File: src/rtl/core/trapezoid_velocity_profile_macros.svh
// Assertion macros for the trapezoid velocity profile block.
`ifndef TRAPEZOID_VELOCITY_PROFILE_MACROS_SVH
`define TRAPEZOID_VELOCITY_PROFILE_MACROS_SVH

`ifndef SYNTH
// same-cycle implication
`define TVP_ASSERT_IMP(label, ante, cons, msg) \
  label: assert property (@(posedge clk) disable iff (!rst_n) (ante) |-> (cons)) \
    else $error(msg);
// next-cycle implication
`define TVP_ASSERT_NXT(label, ante, cons, msg) \
  label: assert property (@(posedge clk) disable iff (!rst_n) (ante) |=> (cons)) \
    else $error(msg);
`else
`define TVP_ASSERT_IMP(label, ante, cons, msg)
`define TVP_ASSERT_NXT(label, ante, cons, msg)
`endif

`endif

File: src/rtl/core/tvp_pkg.sv
// Shared types and constants for the trapezoid velocity profile block.
package tvp_pkg;

  // serial multiply/divide unit geometry
  localparam int unsigned MD_AW = 48;  // multiplicand
  localparam int unsigned MD_BW = 32;  // multiplier, one bit per cycle
  localparam int unsigned MD_DW = 37;  // divisor
  localparam int unsigned MD_RW = 38;  // partial remainder
  localparam int unsigned MD_NW = 80;  // dividend / product
  localparam int unsigned MD_QW = 64;  // quotient
  localparam int unsigned MD_CW = 7;   // step counter

  localparam logic [MD_CW-1:0] MD_MUL_STEPS = 7'd32;
  localparam logic [MD_CW-1:0] MD_DIV_LONG  = 7'd80;
  localparam logic [MD_CW-1:0] MD_DIV_SHORT = 7'd64;

  localparam logic [31:0] VMAX         = 32'h7FFF_FFFF;
  localparam logic [31:0] NEG_LIMIT    = 32'h8000_0000;
  localparam logic [31:0] BUDGET_RESET = 32'd1000000;

  localparam logic [MD_AW-1:0] K_1E7  = 48'd10000000;
  localparam logic [MD_AW-1:0] K_1E14 = 48'd100000000000000;
  localparam logic [MD_DW-1:0] K_US   = 37'd1000000;
  localparam logic [MD_DW-1:0] K_US5  = 37'd5000000;
  localparam logic [MD_DW-1:0] K_3    = 37'd3;

  localparam logic [0:0] CFG_TARGET = 1'b0;
  localparam logic [0:0] CFG_BUDGET = 1'b1;

  typedef enum logic [1:0] {
    KIND_START  = 2'd0,
    KIND_TICK   = 2'd1,
    KIND_CANCEL = 2'd2,
    KIND_NONE   = 2'd3
  } kind_t;

  typedef enum logic [1:0] {
    ST_RUN      = 2'd0,
    ST_GOAL     = 2'd1,
    ST_CANCELED = 2'd2,
    ST_IDLE     = 2'd3
  } status_t;

  // quotient clamp
  typedef enum logic [1:0] {
    CAP_V = 2'd0,  // 0x7FFFFFFF
    CAP_W = 2'd1,  // 0xFFFFFFFF
    CAP_Q = 2'd2   // full 64 bits
  } cap_t;

  typedef struct packed {
    logic start;
    logic skip_mul;  // dividend is {a, b} as given
    logic short_n;   // dividend fits 64 bits
    cap_t cap;
  } md_req_t;

  typedef enum logic [2:0] {
    MD_IDLE,
    MD_MUL,
    MD_ALIGN,
    MD_DIV,
    MD_SAT,
    MD_DONE
  } md_state_t;

  typedef enum logic [3:0] {
    T_IDLE,
    T_PEAK,
    T_ACC1,
    T_ACC2,
    T_RAMP,
    T_PREP,
    T_VACC,
    T_VDEC,
    T_STEP,
    T_PUT1,
    T_PUT2
  } tvp_state_t;

endpackage

File: src/rtl/core/tvp_muldiv.sv
// Bit-serial multiply then restoring divide, floor(a*b/d) with a clamp.
module tvp_muldiv import tvp_pkg::*; (
  input  logic             clk,
  input  logic             rst_n,
  input  md_req_t          req,
  input  logic [MD_AW-1:0] a,
  input  logic [MD_BW-1:0] b,
  input  logic [MD_DW-1:0] d,
  output logic             done,
  output logic [MD_QW-1:0] q
);

  md_state_t        st_r, st_nxt;
  logic [MD_CW-1:0] cnt_r;
  logic [MD_AW-1:0] a_r;
  logic [MD_DW-1:0] d_r;
  logic [MD_NW-1:0] p_r;
  logic [MD_RW-1:0] rem_r;
  logic [MD_QW-1:0] q_r;
  logic [MD_QW-1:0] res_r;
  logic             ovf_r;
  cap_t             cap_r;
  logic             short_r;

  logic [MD_AW:0]   mul_sum;
  logic [MD_NW-1:0] p_mul;
  logic [MD_RW:0]   rem_sh;
  logic             ge;
  logic [MD_RW-1:0] rem_nxt;
  logic [MD_QW-1:0] cap_val;
  logic [MD_QW-1:0] q_sat;

  // multiply: add multiplicand into the upper half, shift right
  always_comb begin
    mul_sum = {1'b0, p_r[MD_NW-1:MD_BW]} + {1'b0, (p_r[0] ? a_r : {MD_AW{1'b0}})};
    p_mul   = {mul_sum, p_r[MD_BW-1:1]};
  end

  // divide: one quotient bit per step, dividend shifted out MSB first
  always_comb begin
    rem_sh  = {rem_r, p_r[MD_NW-1]};
    ge      = rem_sh >= {2'b00, d_r};
    rem_nxt = ge ? MD_RW'(rem_sh - {2'b00, d_r}) : rem_sh[MD_RW-1:0];
  end

  always_comb begin
    unique case (cap_r)
      CAP_V:   cap_val = {32'h0, VMAX};
      CAP_W:   cap_val = 64'h0000_0000_FFFF_FFFF;
      default: cap_val = {MD_QW{1'b1}};
    endcase
    q_sat = (ovf_r || (q_r > cap_val)) ? cap_val : q_r;
  end

  always_comb begin
    st_nxt = st_r;
    unique case (st_r)
      MD_IDLE:  if (req.start) st_nxt = req.skip_mul ? MD_ALIGN : MD_MUL;
      MD_MUL:   if (cnt_r == MD_CW'(1)) st_nxt = MD_ALIGN;
      MD_ALIGN: st_nxt = MD_DIV;
      MD_DIV:   if (cnt_r == MD_CW'(1)) st_nxt = MD_SAT;
      MD_SAT:   st_nxt = MD_DONE;
      MD_DONE:  st_nxt = MD_IDLE;
      default:  st_nxt = MD_IDLE;
    endcase
  end

  always_comb begin
    done = (st_r == MD_DONE);
    q    = res_r;
  end

  always_ff @(posedge clk) begin
    if (!rst_n) begin
      st_r <= MD_IDLE;
    end else begin
      st_r <= st_nxt;
    end
  end

  always_ff @(posedge clk) begin
    unique case (st_r)
      MD_IDLE: begin
        if (req.start) begin
          a_r     <= a;
          d_r     <= d;
          cap_r   <= req.cap;
          short_r <= req.short_n;
          p_r     <= req.skip_mul ? {a, b} : {{MD_AW{1'b0}}, b};
          cnt_r   <= MD_MUL_STEPS;
        end
      end
      MD_MUL: begin
        p_r   <= p_mul;
        cnt_r <= cnt_r - MD_CW'(1);
      end
      MD_ALIGN: begin
        // short dividends have zero upper bits; skip them
        p_r   <= short_r ? {p_r[MD_QW-1:0], {(MD_NW-MD_QW){1'b0}}} : p_r;
        cnt_r <= short_r ? MD_DIV_SHORT : MD_DIV_LONG;
        rem_r <= '0;
        q_r   <= '0;
        ovf_r <= 1'b0;
      end
      MD_DIV: begin
        p_r   <= {p_r[MD_NW-2:0], 1'b0};
        rem_r <= rem_nxt;
        q_r   <= {q_r[MD_QW-2:0], ge};
        ovf_r <= ovf_r | q_r[MD_QW-1];
        cnt_r <= cnt_r - MD_CW'(1);
      end
      MD_SAT:  res_r <= q_sat;
      MD_DONE: ;
      default: ;
    endcase
  end

endmodule

File: src/rtl/core/trapezoid_velocity_profile.sv
// Top level: trapezoidal velocity profile sequencer for one axis.
// Work per input word: a start word runs four serial mul/div ops; a tick while moving runs
//   one (cruise) or two (accelerate, decelerate); other words run none.
// Throughput: one input word at a time; the next is taken once the last result
//   of the current word sits in the output register. Set by the shared bit-serial unit.
// Reset: synchronous active-low rst_n; idle, no move, target 0, budget 1000000 us.
`include "trapezoid_velocity_profile_macros.svh"

module trapezoid_velocity_profile import tvp_pkg::*; (
  input  logic               clk,
  input  logic               rst_n,
  // config
  input  logic               cfg_wr_en,
  input  logic [0:0]         cfg_index,
  input  logic [31:0]        cfg_data,
  // input words
  input  logic               in_valid,
  output logic               in_ready,
  input  logic [1:0]         in_kind,
  input  logic [31:0]        in_elapsed_us,
  // result words
  output logic               out_valid,
  input  logic               out_ready,
  output logic signed [31:0] out_drive_velocity,
  output logic signed [31:0] out_position_now,
  output logic [1:0]         out_status,
  output logic               out_last_of_run
);

  // ---------------------------------------------------------------------------
  // State
  // ---------------------------------------------------------------------------
  tvp_state_t  state_r, state_nxt;
  logic        issued_r;         // current op has been handed to the unit

  logic [31:0] target_r;         // config, signed
  logic [31:0] budget_cfg_r;     // config, us

  logic [31:0] g_r;              // |target| latched at start
  logic        neg_r;            // direction of the move
  logic [31:0] bud_r;            // budget latched at start, zero taken as 1
  logic [30:0] peak_r;
  logic [30:0] accel_r;
  logic [30:0] ramp_r;
  logic [31:0] covered_r;
  logic [31:0] prev_r;
  logic        moving_r;

  logic [31:0] t_r;              // elapsed time of the current tick
  logic [63:0] q1_r;             // first acceleration quotient
  logic [34:0] a5_r;             // 5*t
  logic [33:0] b3_r;             // 3*T
  logic [31:0] dt_r;             // |t - prev|
  logic        back_r;           // time went backwards
  logic [30:0] v_r;              // velocity magnitude of this word
  status_t     put_st_r;         // status of the first result
  logic        tick_run_r;       // first result is a running tick

  logic        out_valid_r;
  logic [31:0] out_vel_r;
  logic [31:0] out_pos_r;
  logic [1:0]  out_status_r;
  logic        out_last_r;

  // ---------------------------------------------------------------------------
  // Arithmetic unit
  // ---------------------------------------------------------------------------
  md_req_t          md_req;
  logic [MD_AW-1:0] md_a;
  logic [MD_BW-1:0] md_b;
  logic [MD_DW-1:0] md_d;
  logic             md_done;
  logic [MD_QW-1:0] md_q;

  tvp_muldiv u_muldiv (
    .clk   (clk),
    .rst_n (rst_n),
    .req   (md_req),
    .a     (md_a),
    .b     (md_b),
    .d     (md_d),
    .done  (md_done),
    .q     (md_q)
  );

  // ---------------------------------------------------------------------------
  // Shared combinational terms
  // ---------------------------------------------------------------------------
  logic        accepted;
  logic        out_free;
  logic        put_load;
  logic        op_state;
  logic [31:0] ramp32;
  logic        acc_zone;
  logic        dec_zone;
  logic        dec_neg;
  logic [34:0] dec_dist;
  logic [31:0] target_mag;
  logic        done_now;
  logic [31:0] spos;
  logic [31:0] sneg_c;
  logic [31:0] term;
  logic [31:0] peak32;
  logic [32:0] dec_sum;
  logic [31:0] dec_diff;
  logic [32:0] dec_raw;
  logic [30:0] dec_v;
  logic [32:0] cov_sum;
  logic [31:0] cov_fwd;
  logic [31:0] cov_back;

  always_comb begin
    out_free   = !out_valid_r || out_ready;
    accepted   = in_valid && in_ready;
    ramp32     = {1'b0, ramp_r};
    // phase from distance covered so far
    acc_zone   = covered_r <= ramp32;
    dec_zone   = (g_r - ramp32) < covered_r;
    // decel term sign: before the 0.6*T point the term is negative
    dec_neg    = a5_r < {1'b0, b3_r};
    dec_dist   = dec_neg ? ({1'b0, b3_r} - a5_r) : (a5_r - {1'b0, b3_r});
    target_mag = target_r[31] ? (32'd0 - target_r) : target_r;
    done_now   = tick_run_r && (covered_r >= g_r);
    // signed position, clamped to the 32-bit signed range
    sneg_c     = (covered_r > NEG_LIMIT) ? NEG_LIMIT : covered_r;
    if (neg_r) begin
      spos = 32'd0 - sneg_c;
    end else begin
      spos = covered_r[31] ? VMAX : covered_r;
    end
    // decelerate: v = |peak - term| with a signed term
    term     = md_q[31:0];
    peak32   = {1'b0, peak_r};
    dec_sum  = {1'b0, peak32} + {1'b0, term};
    dec_diff = (term >= peak32) ? (term - peak32) : (peak32 - term);
    dec_raw  = dec_neg ? dec_sum : {1'b0, dec_diff};
    dec_v    = (dec_raw > {1'b0, VMAX}) ? VMAX[30:0] : dec_raw[30:0];
    // covered update: saturate up, floor at zero going back
    cov_sum  = {1'b0, covered_r} + {1'b0, term};
    cov_fwd  = cov_sum[32] ? 32'hFFFF_FFFF : cov_sum[31:0];
    cov_back = (term > covered_r) ? 32'd0 : (covered_r - term);
  end

  // ---------------------------------------------------------------------------
  // Next state
  // ---------------------------------------------------------------------------
  always_comb begin
    state_nxt = state_r;
    unique case (state_r)
      T_IDLE: begin
        if (in_valid) begin
          unique case (kind_t'(in_kind))
            KIND_START:  state_nxt = T_PEAK;
            KIND_TICK:   state_nxt = moving_r ? T_PREP : T_PUT1;
            KIND_CANCEL: state_nxt = T_PUT1;
            KIND_NONE:   state_nxt = T_IDLE;
            default:     state_nxt = T_IDLE;
          endcase
        end
      end
      T_PEAK: if (md_done) state_nxt = T_ACC1;
      T_ACC1: if (md_done) state_nxt = T_ACC2;
      T_ACC2: if (md_done) state_nxt = T_RAMP;
      T_RAMP: if (md_done) state_nxt = T_PUT1;
      T_PREP: begin
        priority if (acc_zone) state_nxt = T_VACC;
        else if (dec_zone)     state_nxt = T_VDEC;
        else                   state_nxt = T_STEP;
      end
      T_VACC: if (md_done) state_nxt = T_STEP;
      T_VDEC: if (md_done) state_nxt = T_STEP;
      T_STEP: if (md_done) state_nxt = T_PUT1;
      T_PUT1: if (out_free) state_nxt = done_now ? T_PUT2 : T_IDLE;
      T_PUT2: if (out_free) state_nxt = T_IDLE;
      default: state_nxt = T_IDLE;
    endcase
  end

  // ---------------------------------------------------------------------------
  // Outputs of the sequencer: handshake and unit requests
  // ---------------------------------------------------------------------------
  always_comb begin
    in_ready = (state_r == T_IDLE);
    put_load = ((state_r == T_PUT1) || (state_r == T_PUT2)) && out_free;
    op_state = 1'b0;
    md_req   = '{start: 1'b0, skip_mul: 1'b0, short_n: 1'b1, cap: CAP_V};
    md_a     = '0;
    md_b     = '0;
    md_d     = K_US;
    unique case (state_r)
      T_PEAK: begin
        // peak = g*1e7 / (6T)
        op_state   = 1'b1;
        md_a       = K_1E7;
        md_b       = g_r;
        md_d       = MD_DW'({bud_r, 2'b00}) + MD_DW'({bud_r, 1'b0});
      end
      T_ACC1: begin
        // g*1e14 / (24T), kept to 64 bits
        op_state       = 1'b1;
        md_req.short_n = 1'b0;
        md_req.cap     = CAP_Q;
        md_a           = K_1E14;
        md_b           = g_r;
        md_d           = MD_DW'({bud_r, 4'b0000}) + MD_DW'({bud_r, 3'b000});
      end
      T_ACC2: begin
        // accel = q1 / T
        op_state        = 1'b1;
        md_req.skip_mul = 1'b1;
        md_a            = MD_AW'(q1_r[63:32]);
        md_b            = q1_r[31:0];
        md_d            = MD_DW'(bud_r);
      end
      T_RAMP: begin
        op_state        = 1'b1;
        md_req.skip_mul = 1'b1;
        md_req.cap      = CAP_W;
        md_b            = g_r;
        md_d            = K_3;
      end
      T_VACC: begin
        // v = accel*t / 1e6
        op_state = 1'b1;
        md_a     = MD_AW'(accel_r);
        md_b     = t_r;
        md_d     = K_US;
      end
      T_VDEC: begin
        // term = accel*|5t - 3T| / 5e6
        op_state       = 1'b1;
        md_req.short_n = 1'b0;
        md_req.cap     = CAP_W;
        md_a           = MD_AW'(dec_dist);
        md_b           = {1'b0, accel_r};
        md_d           = K_US5;
      end
      T_STEP: begin
        // distance step = v*dt / 1e6
        op_state   = 1'b1;
        md_req.cap = CAP_W;
        md_a       = MD_AW'(v_r);
        md_b       = dt_r;
        md_d       = K_US;
      end
      default: ;
    endcase
    md_req.start = op_state && !issued_r;
  end

  // ---------------------------------------------------------------------------
  // Registers
  // ---------------------------------------------------------------------------
  always_ff @(posedge clk) begin
    if (!rst_n) begin
      state_r      <= T_IDLE;
      issued_r     <= 1'b0;
      target_r     <= '0;
      budget_cfg_r <= BUDGET_RESET;
      moving_r     <= 1'b0;
      g_r          <= '0;
      neg_r        <= 1'b0;
      bud_r        <= '0;
      peak_r       <= '0;
      accel_r      <= '0;
      ramp_r       <= '0;
      covered_r    <= '0;
      prev_r       <= '0;
      out_valid_r  <= 1'b0;
    end else begin
      state_r <= state_nxt;

      if (cfg_wr_en) begin
        if (cfg_index == CFG_TARGET) target_r     <= cfg_data;
        if (cfg_index == CFG_BUDGET) budget_cfg_r <= cfg_data;
      end

      if (op_state) begin
        issued_r <= md_done ? 1'b0 : (issued_r | md_req.start);
      end

      if (accepted) begin
        unique case (kind_t'(in_kind))
          KIND_START: begin
            neg_r     <= target_r[31];
            g_r       <= target_mag;
            bud_r     <= (budget_cfg_r == 32'd0) ? 32'd1 : budget_cfg_r;
            covered_r <= '0;
            prev_r    <= '0;
            moving_r  <= (target_mag != 32'd0);
          end
          KIND_CANCEL: moving_r <= 1'b0;
          default: ;
        endcase
      end

      if (md_done) begin
        unique case (state_r)
          T_PEAK: peak_r  <= md_q[30:0];
          T_ACC2: accel_r <= md_q[30:0];
          T_RAMP: ramp_r  <= md_q[30:0];
          T_STEP: begin
            covered_r <= back_r ? cov_back : cov_fwd;
            prev_r    <= t_r;
          end
          default: ;
        endcase
      end

      if ((state_r == T_PUT1) && out_free && done_now) moving_r <= 1'b0;

      if (put_load) begin
        out_valid_r <= 1'b1;
      end else if (out_ready) begin
        out_valid_r <= 1'b0;
      end
    end
  end

  // payload and scratch registers
  always_ff @(posedge clk) begin
    if (accepted) begin
      t_r <= in_elapsed_us;
      v_r <= '0;
      unique case (kind_t'(in_kind))
        KIND_START: begin
          put_st_r   <= (target_mag != 32'd0) ? ST_RUN : ST_GOAL;
          tick_run_r <= 1'b0;
        end
        KIND_TICK: begin
          put_st_r   <= moving_r ? ST_RUN : ST_IDLE;
          tick_run_r <= moving_r;
        end
        default: begin
          put_st_r   <= moving_r ? ST_CANCELED : ST_IDLE;
          tick_run_r <= 1'b0;
        end
      endcase
    end

    if (state_r == T_PREP) begin
      a5_r   <= 35'({t_r, 2'b00}) + 35'(t_r);
      b3_r   <= 34'({bud_r, 1'b0}) + 34'(bud_r);
      back_r <= t_r < prev_r;
      dt_r   <= (t_r < prev_r) ? (prev_r - t_r) : (t_r - prev_r);
      if (!acc_zone && !dec_zone) v_r <= peak_r;   // cruise
    end

    if (md_done) begin
      unique case (state_r)
        T_ACC1: q1_r <= md_q;
        T_VACC: v_r  <= md_q[30:0];
        T_VDEC: v_r  <= dec_v;
        default: ;
      endcase
    end

    if (put_load) begin
      out_pos_r <= spos;
      if (state_r == T_PUT1) begin
        out_vel_r    <= neg_r ? (32'd0 - {1'b0, v_r}) : {1'b0, v_r};
        out_status_r <= put_st_r;
        out_last_r   <= !done_now;
      end else begin
        out_vel_r    <= '0;
        out_status_r <= ST_GOAL;
        out_last_r   <= 1'b1;
      end
    end
  end

  always_comb begin
    out_valid          = out_valid_r;
    out_drive_velocity = out_vel_r;
    out_position_now   = out_pos_r;
    out_status         = out_status_r;
    out_last_of_run    = out_last_r;
  end

  // ---------------------------------------------------------------------------
  // Checks
  // ---------------------------------------------------------------------------
  logic run_taken;   // running word with a goal word behind it leaves
  logic goal_shown;  // goal word on the output

  always_comb begin
    run_taken  = out_valid_r && out_ready && !out_last_r;
    goal_shown = out_valid_r && (out_status_r == ST_GOAL) && out_last_r;
  end

  `TVP_ASSERT_IMP(a_done_only_issued, md_done, issued_r, "unit done with no op issued")
  `TVP_ASSERT_NXT(a_goal_follows, run_taken, goal_shown, "goal word missing after run word")
  `TVP_ASSERT_IMP(a_moving_has_goal, moving_r, g_r != 32'd0, "moving with zero goal")

endmodule
File: config.mk
export PLATFORM = sky130hd
export DESIGN_NAME = trapezoid_velocity_profile
export DESIGN_NICKNAME = d
export VERILOG_FILES = /design/src/rtl/core/tvp_pkg.sv /design/src/rtl/core/tvp_muldiv.sv /design/src/rtl/core/trapezoid_velocity_profile.sv
export VERILOG_INCLUDE_DIRS = /design/src /design/src/rtl/core
export SDC_FILE = /design/constraint.sdc
export NUM_CORES = 2
export LEC_CHECK = 0
export ABC_AREA = 1
export CORE_MARGIN = 3
export CORE_UTILIZATION = 25
export DETAILED_ROUTE_END_ITERATION = 16
export DONT_BUFFER_PORTS = 1
export GPL_TIMING_DRIVEN = 0
export SLEW_MARGIN = 30
export SYNTH_ARGS = -nofsm -noshare
export SYNTH_HDL_FRONTEND = slang
export SYNTH_SLANG_ARGS = --single-unit
export TNS_END_PERCENT = 20
File: constraint.sdc
create_clock -name clk -period 9.5 [get_ports clk]
set_input_delay 0 -clock clk [delete_from_list [all_inputs] [get_ports clk]]
set_output_delay 0 -clock clk [all_outputs]
set_load 0.005 [all_outputs]
==> flow_summary.json <==
{
  "status": "complete, no violations",
  "whs_ns": 0.0703,
  "dp.cells": 13700,
  "coreArea_mm2": 0.286,
  "stdcell_count": 14100,
  "yosysUniqueCellTypes": 71,
  "die_width_um": 542,
  "yosysMostFrequentCell": "nand2_1",
  "hold_class": "in -> reg",
  "seqPwrFrac": 0.331,
  "dr_wl_met2_um": 136000,
  "syn_nets": 10600,
  "swShare": 0.430,
  "grt_setup_unrepaired": "no",
  "ys_seq_area_frac": 0.341,
  "fmax_ghz": 0.175,
  "rows": 196,
  "via_per_inst": 5.18,
  "ys_ff_latch": 925,
  "leakagePower_uw": 0.0361,
  "post-route-period-util": 0.603,
  "fin_ws_ns": 3.77,
  "worst_hold_startpoint": "cfg_data[14]",
  "gp_congestion": 1.01,
  "drv_slew": 0,
  "grt_antenna_before_repair": 16,
  "ir_drop_uv": 215,
  "slew_headroom": 0.281,
  "firstDrtPassIters": 9,
  "drc_errors": 0,
  "root_buffer": "clkbuf_16",
  "first_global_vias": 66100,
  "ys_top_cells_by_count": "2212 x nand2_1, 1427 x inv_1, 986 x a21oi_1",
  "num-nets-final": 10900,
  "arrival_ns": 6.40,
  "cpMostUsedCell": "nand2_1",
  "cts_buffers": 107,
  "worstSkewPairLatency_ns": 0.80,
  "worst-path-buf-inv": 4,
  "grt_max_degree": 44,
  "crit_slowest_cell": "nand4_1",
  "dr_wl_met3_um": 33300,
  "cp-end-kind": "register",
  "drtIter0Drc": 9081,
  "grt_first_pass_wirelength_um": 459000,
  "synth_edf_count": 598,
  "drive_gt1_frac": 0.0486,
  "ctsHoldBuffers": 136,
  "p_clk_frac": 0.250,
  "hold_depth": 3,
  "yosysTopAreaCellShare": 0.250,
  "start_kind": "register",
  "finalSetupViolCount": 0,
  "fin_area_mm2": 0.0825,
  "layout_min_cycle_time_ns": 5.73,
  "hold_end": "target_r[14]",
  "die_area_mm2": 0.294,
  "top_layer": "met5",
  "place_area_mm2": 0.0774,
  "ant_nets": 0,
  "async_reset_ff_frac": 0,
  "start_util": 0.252,
  "synthTopCellsByArea": "edfxtp_1 25%, nand2_1 12%, ha_1 10%, dfxtp_1 9.1%, inv_1 7.5%",
  "clockBufferDepth": 3,
  "syn_inst": 9943,
  "worstSetupStartpoint": "g_r[0]",
  "num_io_pins": 141,
  "power.share.combinational": 0.419,
  "synth_top_cell_by_area": "edfxtp_1",
  "fp.dieH_um": 542,
  "synthesis.area_mm2": 0.0719,
  "worstPathRequired_ns": 10.17,
  "portBuffers": 0,
  "area_growth_pct": 14.8,
  "r2r_setup_slack_ns": 3.77,
  "dp_slack_ns": 4.06,
  "skew_ns": 0.0473,
  "grt_use_total": 0.211,
  "timing.rr.start": "g_r[0]",
  "ys.flop_type": "edfxtp_1",
  "worst_slew_pin_slew_ns": 1.08,
  "p_int_uw": 10200,
  "crit_type": "reg -> reg",
  "tritoncts": "done",
  "vias": 72900,
  "path_clk_slew_ns": 0.06,
  "reg2reg_depth": 26,
  "r2r_end": "v_r[25]",
  "syn_avg_cell_area_um2": 7.23,
  "cts_setup_buffers": 0,
  "grt_overflow_total": 0,
  "cts-htree-levels": 3,
  "drt-met1-wl_um": 138000,
  "yosys_warnings": 0,
  "hold_viol": 0,
  "path_max_fanout": 10,
  "wl_per_cell_um": 23.1,
  "post-dp-hpwl_um": 266000,
  "drt-total-wl_um": 325000,
  "switchingPower_uw": 7680,
  "critPathTopFamily": "simple AND/OR/NAND/NOR gates",
  "cts.sinks": 925,
  "post_cts_resized": 0,
  "slowest_delay_ns": 0.56,
  "cellPowerDensity_mw_per_mm2": 217,
  "maxCapViolCount": 0
}
[metal layers]
metal | track usage | up-vias
met2 | 0.312 | 3966
li1 | - | 34000
met5 | 0 | -
met3 | 0.0488 | 691
met4 | 0.102 | 6
met1 | 0.287 | 34300
[cell type report]
type / instances / area, µm²
fill: 31200 / 203000
multi-input combinational: 7219 / 40300
sequential: 925 / 24500
inverter: 1465 / 5500
tap: 3762 / 4710
clock buffer: 140 / 2930
timing repair buffer: 174 / 2100
buffer: 334 / 1590
clock inverter: 63 / 779
antenna: 12 / 30.0
[worst max path at each step]
stage | endpoint | slack [ns] | cells past startpoint
final | v_r[25] | 3.77 | 26
after global routing | v_r[25] | 3.51 | 26
after CTS | v_r[22] | 4.05 | 26
after detailed placement | v_r[25] | 4.06 | 26
after global placement | v_r[22] | -1.83 | 11
after floorplan | u_muldiv.a_r[0] | 2.39 | 11
[power groups by stage]
stage	logic (µW)	clock network, µW	registers, µW
after global routing	8160	4650	5950
after global placement	6970	0	6130
final	7490	4460	5920
after detailed placement	7170	0	5980
after floorplan	4820	0	5710
after CTS	7280	4490	5900
[state kept, by name, indices dropped and copies added (netlist names), 32 cells and up]
signal	cells
out_drive_velocity	32
budget_cfg_r	32
out_position_now	32
bud_r	32
u_muldiv.p_r	80
dt_r	32
u_muldiv.rem_r	38
prev_r	32
g_r	32
covered_r	32
u_muldiv.q	64
q1_r	64
a5_r	35
u_muldiv.d_r	37
target_r	32
b3_r	34
u_muldiv.a_r	36
u_muldiv.q_r	64
t_r	32
[cell families after synthesis]
kind of cell,count (synthesis),share of synthesized area
and+or+nand+nor,3893,0.226
AOI/OAI and AO/OA,2441,0.193
buffers and inverters,1799,0.0984
DFF,925,0.341
adders and majority gates,608,0.107
xor gates and xnor gates,273,0.0333
muxes,4,0.000557
[worst reg2reg max path, delay by kind of cell (launching register included)]
family | cells | cell delay, ns
fa+ha+maj | 3 | 0.93
xor+xnor | 1 | 0.16
compound gates | 2 | 0.61
simple gates | 16 | 2.54
buf+inv | 4 | 1.04
flops | 1 | 0.37
[per-stage QoR]
step | power (µW) | util | TNS, ns
CTS | 17700 | 0.289 | 0
floorplan | 10500 | - | 0
global route | 18800 | 0.289 | 0
global placement | 13100 | 0.268 | -162.37
finish | 17900 | 0.289 | 0
detailed placement | 13200 | 0.271 | 0
[cells in the final DEF (no fill, tap or decap), drive strengths merged, types with 68 or more instances in the layout]
master and count:
nor2 824, o211ai 70, nor3 97, inv 1462, nand4 103, ha 594
dlygate4sd3 136, nand2 2240, o21ai 849, a21oi 997, buf 179, xnor2 69
nand3 521, xor2 204, dfxtp 327, a31oi 68, edfxtp 598, clkbuf 333
No activity file was read; power rests on OpenSTA's default activity.
